===== config.mk =====
export PLATFORM = sky130hd
export DESIGN_NAME = opdt_dist
export DESIGN_NICKNAME = d
export VERILOG_FILES = /design/src/sv/object_position_dedup_table_macros.svh /design/src/sv/opdt_pkg.sv /design/src/sv/opdt_dist.sv
export SDC_FILE = /design/constraint.sdc
export NUM_CORES = 2
export LEC_CHECK = 0
export ABC_AREA = 0
export BUFFER_PORTS_ARGS = -buffer_cell sky130_fd_sc_hd__buf_4
export CORE_AREA = 2 2 267 269
export CTS_CLUSTER_DIAMETER = 60
export DETAILED_ROUTE_END_ITERATION = 10
export DIE_AREA = 0 0 269 271
export PLACE_DENSITY = 0.72
export REMOVE_ABC_BUFFERS = 1
export SLEW_MARGIN = 30
export SYNTH_ARGS = -nofsm -noshare
export SYNTH_HDL_FRONTEND = slang
export SYNTH_SLANG_ARGS = --single-unit

===== constraint.sdc =====
create_clock -name i_clk -period 7.35 [get_ports i_clk]
set_clock_uncertainty 0.2 [all_clocks]
set_input_delay 0 -clock i_clk [delete_from_list [all_inputs] [get_ports i_clk]]
set_output_delay 0 -clock i_clk [all_outputs]
set_load 0.02 [all_outputs]

===== src/sv/object_position_dedup_table_macros.svh =====
// Assertion macros shared by the de-duplication table RTL.
// OPDT_ASSERT_NOW checks the consequent in the same cycle as the antecedent.
// OPDT_ASSERT_NEXT checks it in the following cycle.
`ifndef OBJECT_POSITION_DEDUP_TABLE_MACROS_SVH
`define OBJECT_POSITION_DEDUP_TABLE_MACROS_SVH

`ifndef NO_ASSERTIONS

`define OPDT_ASSERT_NOW(lbl, clk, rst_n, ante, cons, msg) \
    lbl: assert property (@(posedge clk) disable iff (!rst_n) (ante) |-> (cons)) \
        else $error(msg);

`define OPDT_ASSERT_NEXT(lbl, clk, rst_n, ante, cons, msg) \
    lbl: assert property (@(posedge clk) disable iff (!rst_n) (ante) |=> (cons)) \
        else $error(msg);

`else

`define OPDT_ASSERT_NOW(lbl, clk, rst_n, ante, cons, msg)

`define OPDT_ASSERT_NEXT(lbl, clk, rst_n, ante, cons, msg)

`endif

`endif


===== src/sv/opdt_pkg.sv =====
`default_nettype none

package opdt_pkg;

    localparam int CLASS_W    = 5;
    localparam int POS_W      = 20;
    localparam int MARGIN_W   = 16;
    localparam int MASK_W     = 32;
    localparam int SQ_W       = 2 * POS_W;
    localparam int SUM_W      = SQ_W + 1;
    localparam int M2_W       = 2 * MARGIN_W;
    localparam int CFG_IDX_W  = 4;
    localparam int CFG_DATA_W = 32;

    localparam logic [CFG_IDX_W-1:0] REG_CLASS_ENABLE_MASK = CFG_IDX_W'(0);
    localparam logic [CFG_IDX_W-1:0] REG_MARGIN_MM         = CFG_IDX_W'(1);

    localparam logic [MARGIN_W-1:0] MARGIN_RESET = MARGIN_W'(1000);

    typedef struct packed {
        logic [CLASS_W-1:0]      obj_class;
        logic signed [POS_W-1:0] pos_x;
        logic signed [POS_W-1:0] pos_y;
    } t_in;

    typedef struct packed {
        logic tracked;
        logic is_new;
        logic stored;
        logic table_full;
    } t_out;

    // One stored table entry, as held by a cell of the ring.
    typedef struct packed {
        logic [CLASS_W-1:0]      obj_class;
        logic signed [POS_W-1:0] pos_x;
        logic signed [POS_W-1:0] pos_y;
    } t_entry;

    // Control from the sequencer into the distance unit.
    typedef struct packed {
        logic                    clear;
        logic                    valid;
        logic signed [POS_W-1:0] ent_x;
        logic signed [POS_W-1:0] ent_y;
    } t_probe;

    // Status from the distance unit back to the sequencer.
    typedef struct packed {
        logic pending;
        logic match;
    } t_dist_status;

endpackage

`default_nettype wire


===== src/sv/opdt_dist.sv =====
`default_nettype none

module opdt_dist (
    input  wire logic                               i_clk,
    input  wire logic                               i_rst_n,
    input  wire opdt_pkg::t_probe                   i_probe,
    input  wire logic signed [opdt_pkg::POS_W-1:0]  i_qx,
    input  wire logic signed [opdt_pkg::POS_W-1:0]  i_qy,
    input  wire logic [opdt_pkg::M2_W-1:0]          i_m2,
    output opdt_pkg::t_dist_status                  o_status
);

    logic [opdt_pkg::POS_W:0]   w_dx_diff;
    logic [opdt_pkg::POS_W:0]   w_dy_diff;
    logic [opdt_pkg::POS_W:0]   w_dx_mag;
    logic [opdt_pkg::POS_W:0]   w_dy_mag;
    logic [opdt_pkg::SQ_W-1:0]  w_dx2;
    logic [opdt_pkg::SQ_W-1:0]  w_dy2;
    logic [opdt_pkg::SUM_W-1:0] w_sum;
    logic                       w_hit;

    logic                       r_s1_v;
    logic [opdt_pkg::POS_W-1:0] r_dx;
    logic [opdt_pkg::POS_W-1:0] r_dy;
    logic                       r_s2_v;
    logic [opdt_pkg::SQ_W-1:0]  r_dx2;
    logic [opdt_pkg::SQ_W-1:0]  r_dy2;
    logic                       r_match;

    // Differences are taken one bit wider; the magnitude always fits POS_W bits.
    assign w_dx_diff = {i_qx[opdt_pkg::POS_W-1], i_qx}
                     - {i_probe.ent_x[opdt_pkg::POS_W-1], i_probe.ent_x};
    assign w_dy_diff = {i_qy[opdt_pkg::POS_W-1], i_qy}
                     - {i_probe.ent_y[opdt_pkg::POS_W-1], i_probe.ent_y};
    assign w_dx_mag  = w_dx_diff[opdt_pkg::POS_W] ? (~w_dx_diff + 1'b1) : w_dx_diff;
    assign w_dy_mag  = w_dy_diff[opdt_pkg::POS_W] ? (~w_dy_diff + 1'b1) : w_dy_diff;

    assign w_dx2 = opdt_pkg::SQ_W'(r_dx) * opdt_pkg::SQ_W'(r_dx);
    assign w_dy2 = opdt_pkg::SQ_W'(r_dy) * opdt_pkg::SQ_W'(r_dy);

    assign w_sum = {1'b0, r_dx2} + {1'b0, r_dy2};
    assign w_hit = r_s2_v && (w_sum <= opdt_pkg::SUM_W'(i_m2));

    always_ff @(posedge i_clk) begin
        if (!i_rst_n) begin
            r_s1_v  <= 1'b0;
            r_s2_v  <= 1'b0;
            r_match <= 1'b0;
        end else begin
            r_s1_v <= i_probe.valid;
            r_s2_v <= r_s1_v;
            if (i_probe.clear) begin
                r_match <= 1'b0;
            end else if (w_hit) begin
                r_match <= 1'b1;
            end
        end
    end

    always_ff @(posedge i_clk) begin
        r_dx  <= w_dx_mag[opdt_pkg::POS_W-1:0];
        r_dy  <= w_dy_mag[opdt_pkg::POS_W-1:0];
        r_dx2 <= w_dx2;
        r_dy2 <= w_dy2;
    end

    assign o_status.pending = r_s1_v | r_s2_v;
    assign o_status.match   = r_match;

endmodule

`default_nettype wire


== After elaboration in Yosys (flattened, before gate mapping) ==
Cells that the tools add are included.
Cells by class
  muxes and demuxes: 2
  multipliers: 2
  order comparisons: 1
  reduce and logical (&&, ||, !) cells: 2
  bitwise logic cells: 4
  add/subtract/negate cells: 5
Operator list (count)
  $mul 20x20->40: 2
  $sub 20x20->21: 2
  $add 40x40->41: 1
  $le 41x32->1: 1
  $add 20x1->20 const B: 2
  $mux 20: 2
  $not 20->20: 2
  $reduce_or 2->1: 1
  $logic_and 1x1->1: 1
  $not 1->1: 1
  $or 1x1->1: 1
Word-level totals
  flip-flop bits (word level): 123
  output and inout port bits: 2
  input port bits: 116
  word-level logic and storage cells: 23

== Logic depth before layout (Yosys ltp) ==
  word-level depth: 4
  gate-level depth with buffers: 28
  depth with buffers taken out: 26

== Worst setup path before layout ==
No wires, ideal clock.
  path kind: register -> register
  start point: register r_dx[4] (netlist bit)
  end point: register r_dx2[39] (netlist bit)
  arrival time: 6892 ps
  path buffers: 2
  stages on the path, launching flop included: 27
  library setup time: 135 ps
  clock period less this slack: 7227 ps
  required time: 7015 ps
  path slack: 123 ps
  cells stage by stage: dfxtp_1 clkbuf_1 clkbuf_1 nand2_1 fa_1 inv_1 fa_1 fa_1 fa_1 inv_1 fa_1 inv_1 fa_1 inv_1 fa_1 inv_1 ha_1 a21oi_1 o21ai_0 a2111oi_0 o21ai_0 and3_1 and3_1 nor2_1 nor4_1 a2111oi_0 xnor2_1
On the way
  longest elaborated chain between the ends: 1
RTL lines
  from (decl): line opdt_dist.sv:23  | logic [opdt_pkg::POS_W-1:0] r_dx;
  from (signal assigned): line opdt_dist.sv:61  | r_dx <= w_dx_mag[opdt_pkg::POS_W-1:0];
  $mul 20x20->40: line opdt_dist.sv:38  | assign w_dx2 = opdt_pkg::SQ_W'(r_dx) * opdt_pkg::SQ_W'(r_dx);
  net w_dx2 (one bit): line opdt_dist.sv:17  | logic [opdt_pkg::SQ_W-1:0] w_dx2;
  to (signal assigned): line opdt_dist.sv:63  | r_dx2 <= w_dx2;
  to (decl): line opdt_dist.sv:26  | logic [opdt_pkg::SQ_W-1:0] r_dx2;
The timed path passes the listed nets, and every way through them passes these cells.
A chain may end at the register's enable or synchronous reset.

== Worst setup path in the final report ==
  start point: register r_dx[14] (netlist bit)
  end point: register r_dx2[37] (netlist bit)
Same word-level chain as after synthesis.

==> key figures <==
Final layout
  – Area Growth Syn to Fin: 11.8%
  – Nets: approximately 4.8k
  – Fraction of layout cells with a size suffix above 1: roughly 8%
  – Utilization after layout: roughly half
  – Commonest non-fill, non-tap cell in the layout: inv_1
  – Leading cell types in the layout, fill and taps excluded: inv_1, fa_1, ha_1
  – Design area: ~0.035 mm²
  – Non-Filler Instances: 4636

Floorplanning
  – Die Y: 271 µm
  – Top Ports: 118
  – Die Area: ~0.073 mm²
  – Initial core utilization: 44.6%
  – Core Footprint: 0.0698 mm²
  – Die W: about 270 µm
  – Core Rows: between 90 and 100

Clocking
  – CTS tree: yes
  – Clock sink count: roughly 120
  – Clk buf depth: 2
  – Clock latency on the worst-skew pair: 470 ps
  – CTS Root Cell: clkbuf_16
  – Total setup buffers inserted after CTS: 0
  – Num CTS Buffers: 17
  – H-tree depth: 4
  – Clock slew at reported path FFs: around 60 ps

Placed design
  – Placed cells: between 4k and 5k
  – DP Area: 0.0334 mm²
  – I/O Buffers: 117
  – GP Congestion: 0.896
  – DP HPWL: slightly below 60000 µm

Worst setup path
  – Critical Path AT: 7190 ps
  – Worst reg2reg path endpoint: r_dx2[37]$_DFF_P_
  – Slowest cell on the critical path: fa_1
  – Setup crit end kind: flip-flop
  – Cell mode on critical path: fa_1
  – Setup CP Type: flip-flop to flip-flop
  – Worst endpoint required time: between 7000 and 8000 ps
  – Worst reg2reg path depth: 19
  – Worst Setup SP: r_dx[14]$_DFF_P_
  – Worst path bufs/invs: 2
  – Flop2flop setup slack: ~300 ps
  – CP Max Fanout: 12
  – Worst stage delay on the critical path: approximately 610 ps
  – Crit path cell chain: buf_4, nand2_1, fa_1, inv_1, fa_1, fa_1, fa_1, fa_1, fa_1, ha_1, ha_1, or4_1, a2111oi_1, o21ai_0, and3_1, and3_1, o21ai_1, o31ai_1, xor2_1
  – Delay-heaviest family, CP: adder cells
  – Critical Path Start Type: flip-flop
  – RR Startpoint: r_dx[14]$_DFF_P_

Yosys
  – Synth Register Bits: around 120
  – Synth warn: 0
  – Async SR Flop Fraction: 0%
  – Combinational family with the most area after synthesis: adder cells
  – Mux cell area share after synthesis: less than 1%
  – Mapped Area: roughly 0.031 mm²
  – Post-synth EDFFs: 0
  – Compound-Gate Fraction of Synth Area: under 10%
  – Top FF cell, synth: dfxtp_1
  – Yosys cell types: 71
  – Cell count after synthesis: between 3k and 4k
  – Avg Cell Area, Syn: slightly below 9 µm²
  – Sequential area share after synthesis: 7.78%
  – Adder-Cell Fraction of Synth Area: a little over half
  – Post-synthesis simple-gate area fraction: 12.7%
  – XOR/XNOR Fraction of Synth Area: 5.88%

Timing
  – Worst-Margin Slew: ~850 ps
  – Slew Limit Fails: 0
  – Relative slew margins: between 40% and 50%
  – F_max: 0.142 GHz
  – Final Hold Fails: 0
  – Setup Viol. Count Final: 0
  – Period utilization: between 90% and 100%
  – Setup TNS: 0 ps
  – Tmin final: between 7000 and 8000 ps

Drt
  – Avg WL per Cell: around 15 µm
  – Vias per Instance: 5.09
  – Initial DRC count: about 1.3k
  – Final WL: just under 70000 µm
  – Drt first pass iters: 6
  – Routed Antenna Nets: 0
  – DRC: 0
  – Via count: between 20k and 25k

Flow run
  – # Max-Cap Violations: 0

Global route
  – Initial antenna violation count: 1
  – First-pass GRT wire length: between 100000 and 150000 µm
  – Total gr overflow: 0
  – Largest net degree at the start of global routing: 26
  – Number of global-route vias before repair: around 25k
  – All-Layer GR Usage: about a fifth

Status
  – Status: completed

Hold path
  – Hold Path Depth: 6
  – Hold path startpoint: i_probe[38]
  – Hold EP: r_dx[19]$_DFF_P_
  – HP Class: input pin to flip-flop
per-layer routing:
layer / up-vias / GRT usage (%) / wire (µm)
li1: 11368 / - / -
met3: 91 / 3.22 / 3340
met2: 490 / 34.0 / 33700
met1: 11640 / 26.0 / 29900
met5: - / 0 / 0
met4: 0 / 5.18 / 1350
final cells by class:
| type | count | area (µm²) |
|---|---|---|
| flip-flops and latches | 121 | 2460 |
| clock inverters | 13 | 193 |
| fillers | 6402 | 34900 |
| repair buffers | 259 | 2140 |
| multi-input cells | 2501 | 25500 |
| clock buffers | 18 | 439 |
| diodes | 1 | 2.50 |
| inverters | 783 | 2940 |
| well taps | 940 | 1180 |
through the flow:
step	worst slack [ps]	hold slack (ps)
3_3_place_gp	-12.8	62.3
4_1_cts	15.6	0.546
5_1_grt	-17.0	59.3
3_5_place_dp	-79.4	64.0
6_report	299	17.3
2_1_floorplan	285	-78.3
what timing repair did:
action                     in CTS  in global routing
hold buffers                   68                  0
hold endpoints to repair       38                  0
pin swaps                       0                  2
setup endpoints to repair       4                 18
resized for setup               6                 35
registers in the layout, summed over array words and instances (netlist names):
name,flops
r_dx,20
r_dx2,39
r_dy,20
r_dy2,39
r_match,1
r_s1_v,1
r_s2_v,1
worst max-delay path by stage:
stage,to,slack (ps),cells after the start
6_report,r_dx2[37]$_DFF_P_,300,19
5_1_grt,r_dx2[39]$_DFF_P_,-20,21
4_1_cts,r_dy2[33]$_DFF_P_,20,24
3_5_place_dp,r_dx2[39]$_DFF_P_,-80,24
3_3_place_gp,r_dx2[39]$_DFF_P_,-10,23
2_1_floorplan,r_dy2[33]$_DFF_P_,280,23
tightest hold or removal path, delay by kind of cell:
kind,cells,cell delay (ps)
buffers and inverters,2,150
AO/OA/AOI/OAI,1,50
adder cells (fa/ha/maj),1,160
XOR/XNOR,2,260
synth_stat cells, types with 3 or more instances:
cell	count	share of area, %
mux2_2	4	0.14
o21a_1	22	0.53
and4_1	5	0.14
nor2b_1	23	0.46
or3_1	6	0.12
or4_1	9	0.22
a31o_2	12	0.34
clkbuf_1	91	1.1
nand2_1	329	4.0
a211o_1	4	0.11
a41oi_1	4	0.11
nand3b_1	4	0.096
a31oi_1	21	0.42
nand4_1	25	0.50
nand2b_1	25	0.50
dfxtp_1	121	7.8
nand3_1	38	0.61
nor3_1	33	0.53
a21oi_1	172	2.8
o211ai_1	11	0.27
a2111oi_0	7	0.20
o21bai_1	24	0.58
ha_1	423	17
o221ai_1	3	0.084
nor2_1	115	1.4
a221oi_1	4	0.11
o21ai_0	88	1.4
o31ai_1	10	0.24
a21boi_0	4	0.096
xnor2_1	128	3.6
a21o_1	57	1.4
nor4_1	11	0.22
and3_1	16	0.32
and2_1	151	3.0
inv_1	783	9.4
o41ai_1	3	0.084
buf_2	3	0.048
o31a_1	3	0.084
or2_2	18	0.36
xor2_1	81	2.3
a211oi_1	15	0.36
fa_1	558	36
cell families (layout without fill, tap and decap cells):
kind of cell | after synthesis | after routing
fa+ha+maj | 981 | 981
buf+inv | 879 | 1073
simple gates | 815 | 815
compound gates | 490 | 490
xor+xnor | 209 | 209
flops | 121 | 121
mux | 6 | 6
other cells | 0 | 1
Power is left out: the tool's default activity adds up to more than one toggle a clock period on the data nets, which glitch-free logic cannot reach.
