$ cat src/sv/object_position_dedup_table_macros.svh
// Assertion macros shared by the de-duplication table RTL.
// OPDT_ASSERT_NOW checks the consequent in the same cycle as the antecedent.
// OPDT_ASSERT_NEXT checks it in the following cycle.
`ifndef OBJECT_POSITION_DEDUP_TABLE_MACROS_SVH
`define OBJECT_POSITION_DEDUP_TABLE_MACROS_SVH

`ifndef NO_ASSERTIONS

`define OPDT_ASSERT_NOW(lbl, clk, rst_n, ante, cons, msg) \
    lbl: assert property (@(posedge clk) disable iff (!rst_n) (ante) |-> (cons)) \
        else $error(msg);

`define OPDT_ASSERT_NEXT(lbl, clk, rst_n, ante, cons, msg) \
    lbl: assert property (@(posedge clk) disable iff (!rst_n) (ante) |=> (cons)) \
        else $error(msg);

`else

`define OPDT_ASSERT_NOW(lbl, clk, rst_n, ante, cons, msg)

`define OPDT_ASSERT_NEXT(lbl, clk, rst_n, ante, cons, msg)

`endif

`endif

$ cat src/sv/opdt_pkg.sv
`default_nettype none

package opdt_pkg;

    localparam int CLASS_W    = 5;
    localparam int POS_W      = 20;
    localparam int MARGIN_W   = 16;
    localparam int MASK_W     = 32;
    localparam int SQ_W       = 2 * POS_W;
    localparam int SUM_W      = SQ_W + 1;
    localparam int M2_W       = 2 * MARGIN_W;
    localparam int CFG_IDX_W  = 4;
    localparam int CFG_DATA_W = 32;

    localparam logic [CFG_IDX_W-1:0] REG_CLASS_ENABLE_MASK = CFG_IDX_W'(0);
    localparam logic [CFG_IDX_W-1:0] REG_MARGIN_MM         = CFG_IDX_W'(1);

    localparam logic [MARGIN_W-1:0] MARGIN_RESET = MARGIN_W'(1000);

    typedef struct packed {
        logic [CLASS_W-1:0]      obj_class;
        logic signed [POS_W-1:0] pos_x;
        logic signed [POS_W-1:0] pos_y;
    } t_in;

    typedef struct packed {
        logic tracked;
        logic is_new;
        logic stored;
        logic table_full;
    } t_out;

    // One stored table entry, as held by a cell of the ring.
    typedef struct packed {
        logic [CLASS_W-1:0]      obj_class;
        logic signed [POS_W-1:0] pos_x;
        logic signed [POS_W-1:0] pos_y;
    } t_entry;

    // Control from the sequencer into the distance unit.
    typedef struct packed {
        logic                    clear;
        logic                    valid;
        logic signed [POS_W-1:0] ent_x;
        logic signed [POS_W-1:0] ent_y;
    } t_probe;

    // Status from the distance unit back to the sequencer.
    typedef struct packed {
        logic pending;
        logic match;
    } t_dist_status;

endpackage

`default_nettype wire

$ cat src/sv/opdt_cell.sv
`default_nettype none

module opdt_cell (
    input  wire logic            i_clk,
    input  wire logic            i_shift,
    input  wire logic            i_load,
    input  wire opdt_pkg::t_entry i_next,
    input  wire opdt_pkg::t_entry i_load_data,
    output opdt_pkg::t_entry     o_entry
);

    opdt_pkg::t_entry r_entry;

    // Loading only happens with the ring at rest, so the two never coincide.
    always_ff @(posedge i_clk) begin
        if (i_load) begin
            r_entry <= i_load_data;
        end else if (i_shift) begin
            r_entry <= i_next;
        end
    end

    assign o_entry = r_entry;

endmodule

`default_nettype wire

$ cat config.mk
export PLATFORM = sky130hd
export DESIGN_NAME = opdt_cell
export DESIGN_NICKNAME = d
export VERILOG_FILES = /design/src/sv/object_position_dedup_table_macros.svh /design/src/sv/opdt_pkg.sv /design/src/sv/opdt_cell.sv
export SDC_FILE = /design/constraint.sdc
export NUM_CORES = 1
export LEC_CHECK = 0
export ABC_AREA = 1
export BUFFER_PORTS_ARGS = -buffer_cell sky130_fd_sc_hd__buf_2
export CAP_MARGIN = 10
export CORE_ASPECT_RATIO = 0.6
export CORE_UTILIZATION = 44
export CTS_CLUSTER_DIAMETER = 50
export DETAILED_ROUTE_END_ITERATION = 6
export PLACE_DENSITY = 0.82
export SYNTH_ARGS = -nofsm -noshare
export SYNTH_HDL_FRONTEND = slang
export SYNTH_SLANG_ARGS = --single-unit
$ cat constraint.sdc
create_clock -name i_clk -period 6.8 [get_ports i_clk]
set_clock_uncertainty 0.05 [all_clocks]
set_input_delay 2.04 -clock i_clk [delete_from_list [all_inputs] [get_ports i_clk]]
set_output_delay 2.04 -clock i_clk [all_outputs]
set_load 0.01 [all_outputs]
# Yosys cells after proc, flatten, opt, wreduce, memory -nomap -nowiden
# Cells that the tools add are included.
[totals]
reg_bits = 45
out_inout_bits = 45
elab_cells = 6
[classes]
mux = 2
reduce_logical = 1
[ops]
columns = ["operator", "n"]
rows = [
  ["two-way mux 45 bit", 2],
  ["nonzero test 2 bit", 1],
]

# Longest topological paths before layout
# Gate-level depths: netlist of run 1.
[depth]
word_depth = 2
mapped_depth = 4
depth_no_buf = 3

# Least setup slack after synthesis of run 1
# OpenSTA, ideal clock, no wires.
[synth_path]
kind = "in2reg"
startpoint = "in i_load"
endpoint = "reg r_entry, in the netlist o_entry[0], enable pin"
setup_ns = 0.405
t_arrival_ns = 3.254
required_ns = 6.345
setup_slack_ns = 3.091
cell_stages = 2
n_path_buf = 1
cell_sequence = "clkbuf_8 or2_1"
[synth_between]
elab_chain_cells = 1
[synth_rtl]
columns = ["item", "line_no", "text"]
rows = [
  ["from (decl)", "opdt_cell.sv:6", "input wire logic i_load,"],
  ["nonzero test 2 bit (no source line)", "--", ""],
  ["to (signal assigned)", "opdt_cell.sv:17", "r_entry <= i_load_data;"],
  ["to (signal assigned)", "opdt_cell.sv:19", "r_entry <= i_next;"],
  ["to (decl)", "opdt_cell.sv:12", "opdt_pkg::t_entry r_entry;"],
]
# Every way passes these cells.
# A chain may end at the register's enable or synchronous reset.

# Worst setup path in the final report of run 1
[layout_path]
startpoint = "in i_load"
endpoint = "reg r_entry, in the netlist o_entry[22], enable pin"
# The elaborated chain is that of the path after synthesis.

==> metrics.txt, run 1 <==
Static Leakage 1.45 nW; Cell Rows 18; io pins 138; # placed instances 379; Cell Area, Synth 0.00198 mm^2; crit path time final 3700 ps; worst min path class input port to register; Seq cells post-synth 45; Initial Util 0.471; Worst Setup End Kind register; Pre-Repair DR Iteration Count 4; Yosys warnings 0; Via density 4.28; Setup violations, final 0; worst setup path end o_entry[22]; GR Util All Layers 0.160; final hold vios 0; vias post-DR 1656; clk buf depth 2; Core Region 0.00421 mm^2; IO buf count 137; Place WS 2760 ps; DRT iter0 DRCs 33; Overflow after GRT 0; CP max stage cell or2_2; ANT nets after route 0; VDD IR max 0.000106 V; Crit path max-delay family simple AND/OR/NAND/NOR gates; post-CTS setup buffers 0; maximum achievable frequency 0.271 GHz; Num Clock Sinks 45; Nets 419; setup ws final 3100 ps; Arrival @ worst endpoint 3550 ps; Worst EP required 6660 ps; CP Buf/Inv Count 1; cell chain of the critical path buf_2 > or2_2; average size of a mapped cell 10.4 um^2; WL final 3950 um; pwr/cell area 222 mW/mm^2; Die W 88.6 um; CTS resizes 0; post-synthesis sequential area ratio 0.682; maximum number of pins on one net before global-route repair 48; Worst-Margin Slew 999 ps; startpoint types input port; WL/cell 10.2 um; HPWL Detailed 2880 um; initial antenna violation count 0; Yosys cell types 7; Critical Path Source i_load; Critical Path Max Stage Delay 900 ps; register area 0.00135 mm^2; worst-path maximum fanout 47; clock slew at reported path FFs 70 ps; setup total negative slack 0 ps; layout cells sized above 1 0.440; FILL cells 365; commonest non-fill, non-tap cell in the layout buf_2; Antenna Diode Count 0; Placer Congestion 0.665; # DRC 0; full die area 0.00479 mm^2; period utilisation layout 0.544; Setup Crit Path Kind input port to register; area of the multi-input gates 513 um^2; root buffer cell clkbuf_8; TritonCTS Buffers 5; status completed; Die Height 54.0 um; RSZ-0062 raised after global routing no; H-tree lvl count 2; Slew Limit Fails 0; CTS Hold Buffers Added 0; max reg flops 45; most frequent cells in the layout buf_2 (137), nand2_1 (135), edfxtp_1 (45); global-route wire length before repair 5470 um; worst rel slew slack 0.334; Synth Net Count 284; Synth Instances 191; number of global-route vias before repair 1301; Levels on crit path 2; P&R area growth vs syn 36.7%; Max Cap Viol 0; final cell count without fillers 387; TritonCTS clock tree built
## cell families (layout without fill, tap and decap cells)
group         after synthesis  in the layout  share of synthesized area
simple gates              136            136                      0.259
flops                      45             45                      0.682
buf+inv                    10            146                     0.0593
## per-stage QoR
step	instance area [um^2]	hold slack [ps]	util	power (mW)
2_1_floorplan	1980	2170	-	0.406
3_3_place_gp	2630	2250	0.624	0.457
3_5_place_dp	2630	2260	0.624	0.459
4_1_cts	2710	1960	0.643	0.609
5_1_grt	2710	1970	0.643	0.634
6_report	2710	1970	0.643	0.601
## layout make-up
| cell class | instances | share of cell area |
|---|---|---|
| clock buffer | 8 | 0.0296 |
| inverter | 1 | 0.00139 |
| multi-input combinational | 136 | 0.189 |
| sequential | 45 | 0.499 |
| tap | 60 | 0.0277 |
| timing repair buffer | 137 | 0.253 |
## cell usage after synthesis, drive strengths merged
library cell    n  area [um^2]
or2             1         6.26
buf             8          100
inv             1         3.75
edfxtp         45         1350
clkbuf          1         13.8
nand2         135          507
## where the power goes
part           switching (mW)  internal, mW  total, mW  leakage [nW]
clock network          0.0773        0.0730      0.150        0.0395
registers             0.00672         0.340      0.347         0.463
logic                  0.0568        0.0472      0.104         0.946
total                   0.141         0.461      0.601          1.45
## metal layers
layer  routed length (um)  track usage
met1                 1730        0.175
met2                 1780        0.291
met3                  406       0.0598
met4                   26       0.0565
met5                    0            0
## worst min path at each step
stage,from,slack [ps],cells past startpoint,endpoint
after global placement,i_next[39],2250,3,o_entry[39]
after global routing,i_next[3],1970,3,o_entry[3]
final,i_next[3],1970,3,o_entry[3]
after detailed placement,i_next[22],2260,3,o_entry[22]
after floorplan,i_next[0],2170,2,o_entry[0]
after CTS,i_next[11],1960,3,o_entry[11]
Note: power is estimated with default switching activity, not from simulation.
==> run 2, diff against run 1 <==
CORE_UTILIZATION = 41   (was 44)
PLACE_DENSITY = 0.77   (was 0.82)
clock period = 3.7 ns   (was 6.8 ns; I/O delays follow)
==> run 2 against run 1 <==
Count of clock-buffer cells in the layout unchanged. Sequential power up 84%. Clock power up 84%. Wire length up 6.4%. Global-route usage up 1.2 points. Die area up 7.1%. Cell area up 1.2%. Non-clock buffer count up 2. Critical path depth up 1.
==> metrics.txt, run 2 (synthesis results as in run 1) <==
# DRC 0 (unchanged); Setup violations, final 0 (unchanged); Max Cap Viol 0 (unchanged); Arrival @ worst endpoint 2460 ps (-1090 ps); H-tree lvl count 2 (unchanged); ANT nets after route 0 (unchanged); Cell Rows 19 (+1); startpoint types input port; switch share 0.235 (+0.000917); Antenna Diode Count 0 (unchanged); Slew Limit Fails 0 (unchanged); HPWL Detailed 3140 um (+8.8%); Critical Path Max Stage Delay 600 ps (-300 ps); post-CTS setup buffers 0 (unchanged); status completed; Logic pwr share 0.176 (+0.003); final cell count without fillers 392 (+1.3%); Finished Core Util 0.594 (-0.0491); maximum number of pins on one net before global-route repair 46 (-4.2%); CTS Hold Buffers Added 0 (unchanged); commonest non-fill, non-tap cell in the layout buf_2; clk buf depth 2 (unchanged); CTS resizes 0 (unchanged); Pre-Repair DR Iteration Count 4 (unchanged); crit path time final 2520 ps; most frequent cells in the layout buf_2 (137), nand2_1 (135), edfxtp_1 (45); max reg flops 45 (unchanged); Overflow after GRT 0 (unchanged); full die area 0.00513 mm^2 (+7.1%); Pint 0.849 mW (+84%); worst rel slew slack 0.539 (+0.205); Initial Util 0.430 (-0.0409); worst min path class input port to register; Placer Congestion 0.755 (+14%); Via density 4.34 (+1.5%); initial antenna violation count 0 (unchanged); setup total negative slack 0 ps (unchanged); Core Region 0.00461 mm^2 (+9.5%); GR Util All Layers 0.172 (+0.0124); clock group share of total power 0.249 (about the same); TritonCTS clock tree built; Num Clock Sinks 45 (unchanged); number of global-route vias before repair 1448 (+11%); Nets 421 (+0.48%); pwr/cell area 405 mW/mm^2 (+82%); DRT iter0 DRCs 55 (+67%); vias post-DR 1702 (+2.8%); CP max stage cell or2_2; layout cells sized above 1 0.444 (+0.00340); Reg power frac 0.575 (-0.002); IO buf count 137 (unchanged); Static Leakage 1.46 nW (+1.0%); WL/cell 10.7 um (+5.0%); maximum achievable frequency 0.397 GHz; final hold vios 0 (unchanged); Worst-Margin Slew 691 ps (-308 ps); RSZ-0062 raised after global routing no; Worst Setup End Kind register; Setup Crit Path Kind input port to register; WL final 4200 um (+6.4%); Die W 91.8 um (+3.5%); io pins 138 (unchanged); P&R area growth vs syn 38.3%; # placed instances 384 (+1.3%); VDD IR max 0.000188 V (+78%); clock slew at reported path FFs 80 ps (about the same); global-route wire length before repair 6710 um (+23%); worst-path maximum fanout 36 (-23%); FILL cells 417 (+14%); Die Height 55.9 um (+3.5%); Worst EP required 3640 ps (-3020 ps); cell chain of the critical path buf_2 > or2_2 > buf_12; root buffer cell clkbuf_8; period utilisation layout 0.681; P_sw 0.261 mW (+85%); TritonCTS Buffers 5 (unchanged); Min Hold Slack 1030 ps (-937 ps)
## run 2: cell count changes in the layout (fill, tap and decap cells not counted)
cell    change
buf_12      +1
buf_4       +1
## run 2: per-layer routing
metal	routed length, um	track usage
met1	1930	0.240
met3	489	0.0615
met4	18	0.0469
met2	1770	0.257
met5	0	0
## run 2: metrics by stage
stage / setup WS [ps] / total power, mW / cell area [um^2]
after global routing: 1050 / 1.17 / 2740
final: 1180 / 1.11 / 2740
after CTS: 1180 / 1.12 / 2740
after global placement: 926 / 0.844 / 2660
after floorplan: 921 / 0.746 / 1980
after detailed placement: 873 / 0.848 / 2660
## run 2: final cells by class
type | instances | area, um^2 | share of cell area
well taps | 63 | 78.8 | 0.0288
flip-flops and latches | 45 | 1350 | 0.493
clock buffers | 8 | 80.1 | 0.0292
inverters | 1 | 3.75 | 0.00137
repair buffers | 139 | 713 | 0.260
multi-input cells | 136 | 513 | 0.187
## run 2: final timing paths
path / from / to / slack (ps) / cells past startpoint
max: i_load / o_entry[26] / 1180 / 3
min: i_next[41] / o_entry[41] / 1030 / 3
## run 2: critical path: cells and delay by family
kind	cells	cell delay [ps]
AND/OR/NAND/NOR	1	600
buffers and inverters	2	730
## run 2: power groups by stage
stage / combinational, mW / clock [mW] / sequential, mW
CTS: 0.197 / 0.286 / 0.640
floorplan: 0.0620 / 0 / 0.684
global route: 0.219 / 0.310 / 0.643
global placement: 0.194 / 0 / 0.650
finish: 0.195 / 0.276 / 0.639
detailed placement: 0.197 / 0 / 0.651
==> run 3, diff against run 2 <==
clock period = 2.54 ns   (was 3.7 ns; I/O delays follow)
==> run 3 against run 2 <==
Clock power up 45%. Global-route usage grew 0.54 points. Sequential share of layout area rose by 0.43 points. First-iteration DRC count is 49% higher. Count of clock-buffer cells in the layout down 2. Power increased by 45%. Critical path type unchanged. Critical endpoint is now o_entry[44]. Largest cell class unchanged.
==> metrics.txt, run 3 (synthesis results as in run 1) <==
status completed; setup ws final 603 ps (-576 ps); Die W 91.8 um (unchanged); Setup Crit Path Kind input port to register; period utilisation layout 0.763; most frequent cells in the layout buf_2 (137), nand2_1 (135), edfxtp_1 (45); Critical Path Most Common Cell nand2_1; pwr/cell area 594 mW/mm^2 (+47%); TritonCTS Buffers 5 (unchanged); # DRC 0 (unchanged); P_sw 0.389 mW (+49%); final cell count without fillers 390 (-0.51%); P&R area growth vs syn 37.1%; number of global-route vias before repair 1570 (+8.4%); layout cells sized above 1 0.443 (about the same); Worst Setup End Kind register; Num Clock Sinks 45 (unchanged); maximum achievable frequency 0.516 GHz; initial antenna violation count 0 (unchanged); clock slew at reported path FFs 80 ps (about the same); Arrival @ worst endpoint 1930 ps (-530 ps); commonest non-fill, non-tap cell in the layout buf_2; Critical Path Max Stage Delay 410 ps (-190 ps); FILL cells 415 (-0.48%); Max Cap Viol 0 (unchanged); Overflow after GRT 0 (unchanged); io pins 138 (unchanged); WL final 4450 um (+5.8%); HPWL Detailed 3240 um (+3.3%); final hold vios 0 (unchanged); CP max stage cell inv_2; vias post-DR 1750 (+2.8%); Initial Util 0.430 (unchanged); setup total negative slack 0 ps (unchanged); Setup violations, final 0 (unchanged); Slew Limit Fails 0 (unchanged); Static Leakage 1.45 nW (-0.74%); IO buf count 137 (unchanged); Antenna Diode Count 0 (unchanged); root buffer cell clkbuf_8; Placer Congestion 0.736 (-2.6%); Logic pwr share 0.175 (about the same); Worst-Margin Slew 1020 ps (+332 ps); full die area 0.00513 mm^2 (unchanged); CTS Hold Buffers Added 0 (unchanged); Nets 420 (-0.24%); WL/cell 11.4 um (+6.4%); Cell Rows 19 (unchanged); worst-path maximum fanout 46 (+28%); Via density 4.49 (+3.3%); maximum number of pins on one net before global-route repair 47 (+2.2%); Finished Core Util 0.589 (-0.00516); RSZ-0062 raised after global routing no; Worst EP required 2530 ps (-1110 ps); startpoint types input port; TritonCTS clock tree built; Reg power frac 0.577 (+0.002); Core Region 0.00461 mm^2 (unchanged); # placed instances 383 (-0.26%); crit path time final 1940 ps; ANT nets after route 0 (unchanged); switch share 0.241 (+0.00611); worst rel slew slack 0.318 (-0.221); cell chain of the critical path buf_2 > buf_4 > inv_2 > nand2_1 > nand2_1; H-tree lvl count 2 (unchanged); CP Buf/Inv Count 3 (+1); post-CTS setup buffers 0 (unchanged); Crit path max-delay family buffers and inverters; Pre-Repair DR Iteration Count 4 (unchanged); global-route wire length before repair 6990 um (+4.2%); Pint 1.22 mW (+44%); Die Height 55.9 um (unchanged); max reg flops 45 (unchanged); VDD IR max 0.000312 V (+66%); Place WS 282 ps (-591 ps); GR Util All Layers 0.178 (+0.00545); clk buf depth 2 (unchanged); clock group share of total power 0.248 (about the same); CTS resizes 0 (unchanged); worst min path class input port to register; DRT iter0 DRCs 82 (+49%)
## run 3: cell type report
cell class | count | area (um^2) | share of cell area
Sequential cell | 45 | 1350 | 0.497
Timing Repair Buffer | 138 | 693 | 0.255
Multi-Input combinational cell | 136 | 513 | 0.189
Tap cell | 63 | 78.8 | 0.0290
Clock buffer | 6 | 72.6 | 0.0267
Clock inverter | 1 | 3.75 | 0.00138
Inverter | 1 | 3.75 | 0.00138
## run 3: final timing paths
kind / depth (start not counted) / slack (ps) / end / start
setup / recovery: 5 / 600 / o_entry[44] / i_load
hold / removal: 3 / 690 / o_entry[7] / i_next[7]
## run 3: metal layers
metal,vias up,wire length (um),part of all wire,track usage
li1,879,-,-,-
met4,0,31,0.0070,0.0513
met3,4,489,0.11,0.0669
met2,98,2050,0.46,0.292
met1,769,1880,0.42,0.220
met5,-,0,0,0
## run 3: power by group through the flow
stage,logic [mW],registers [mW],clock network (mW)
3_3_place_gp,0.281,0.946,0
6_report,0.282,0.931,0.401
3_5_place_dp,0.285,0.949,0
5_1_grt,0.313,0.939,0.439
2_1_floorplan,0.0904,0.996,0
4_1_cts,0.285,0.933,0.411
## run 3: tightest hold or removal path, delay by kind of cell
family | cells | cell delay, ps
buf+inv | 1 | 70
simple gates | 2 | 80
## run 3: through the flow
stage	power, mW	hold slack, ps	instance area, um^2
2_1_floorplan	1.09	891	1980
5_1_grt	1.69	677	2720
4_1_cts	1.63	676	2720
6_report	1.61	689	2720
3_3_place_gp	1.23	974	2640
3_5_place_dp	1.23	978	2640
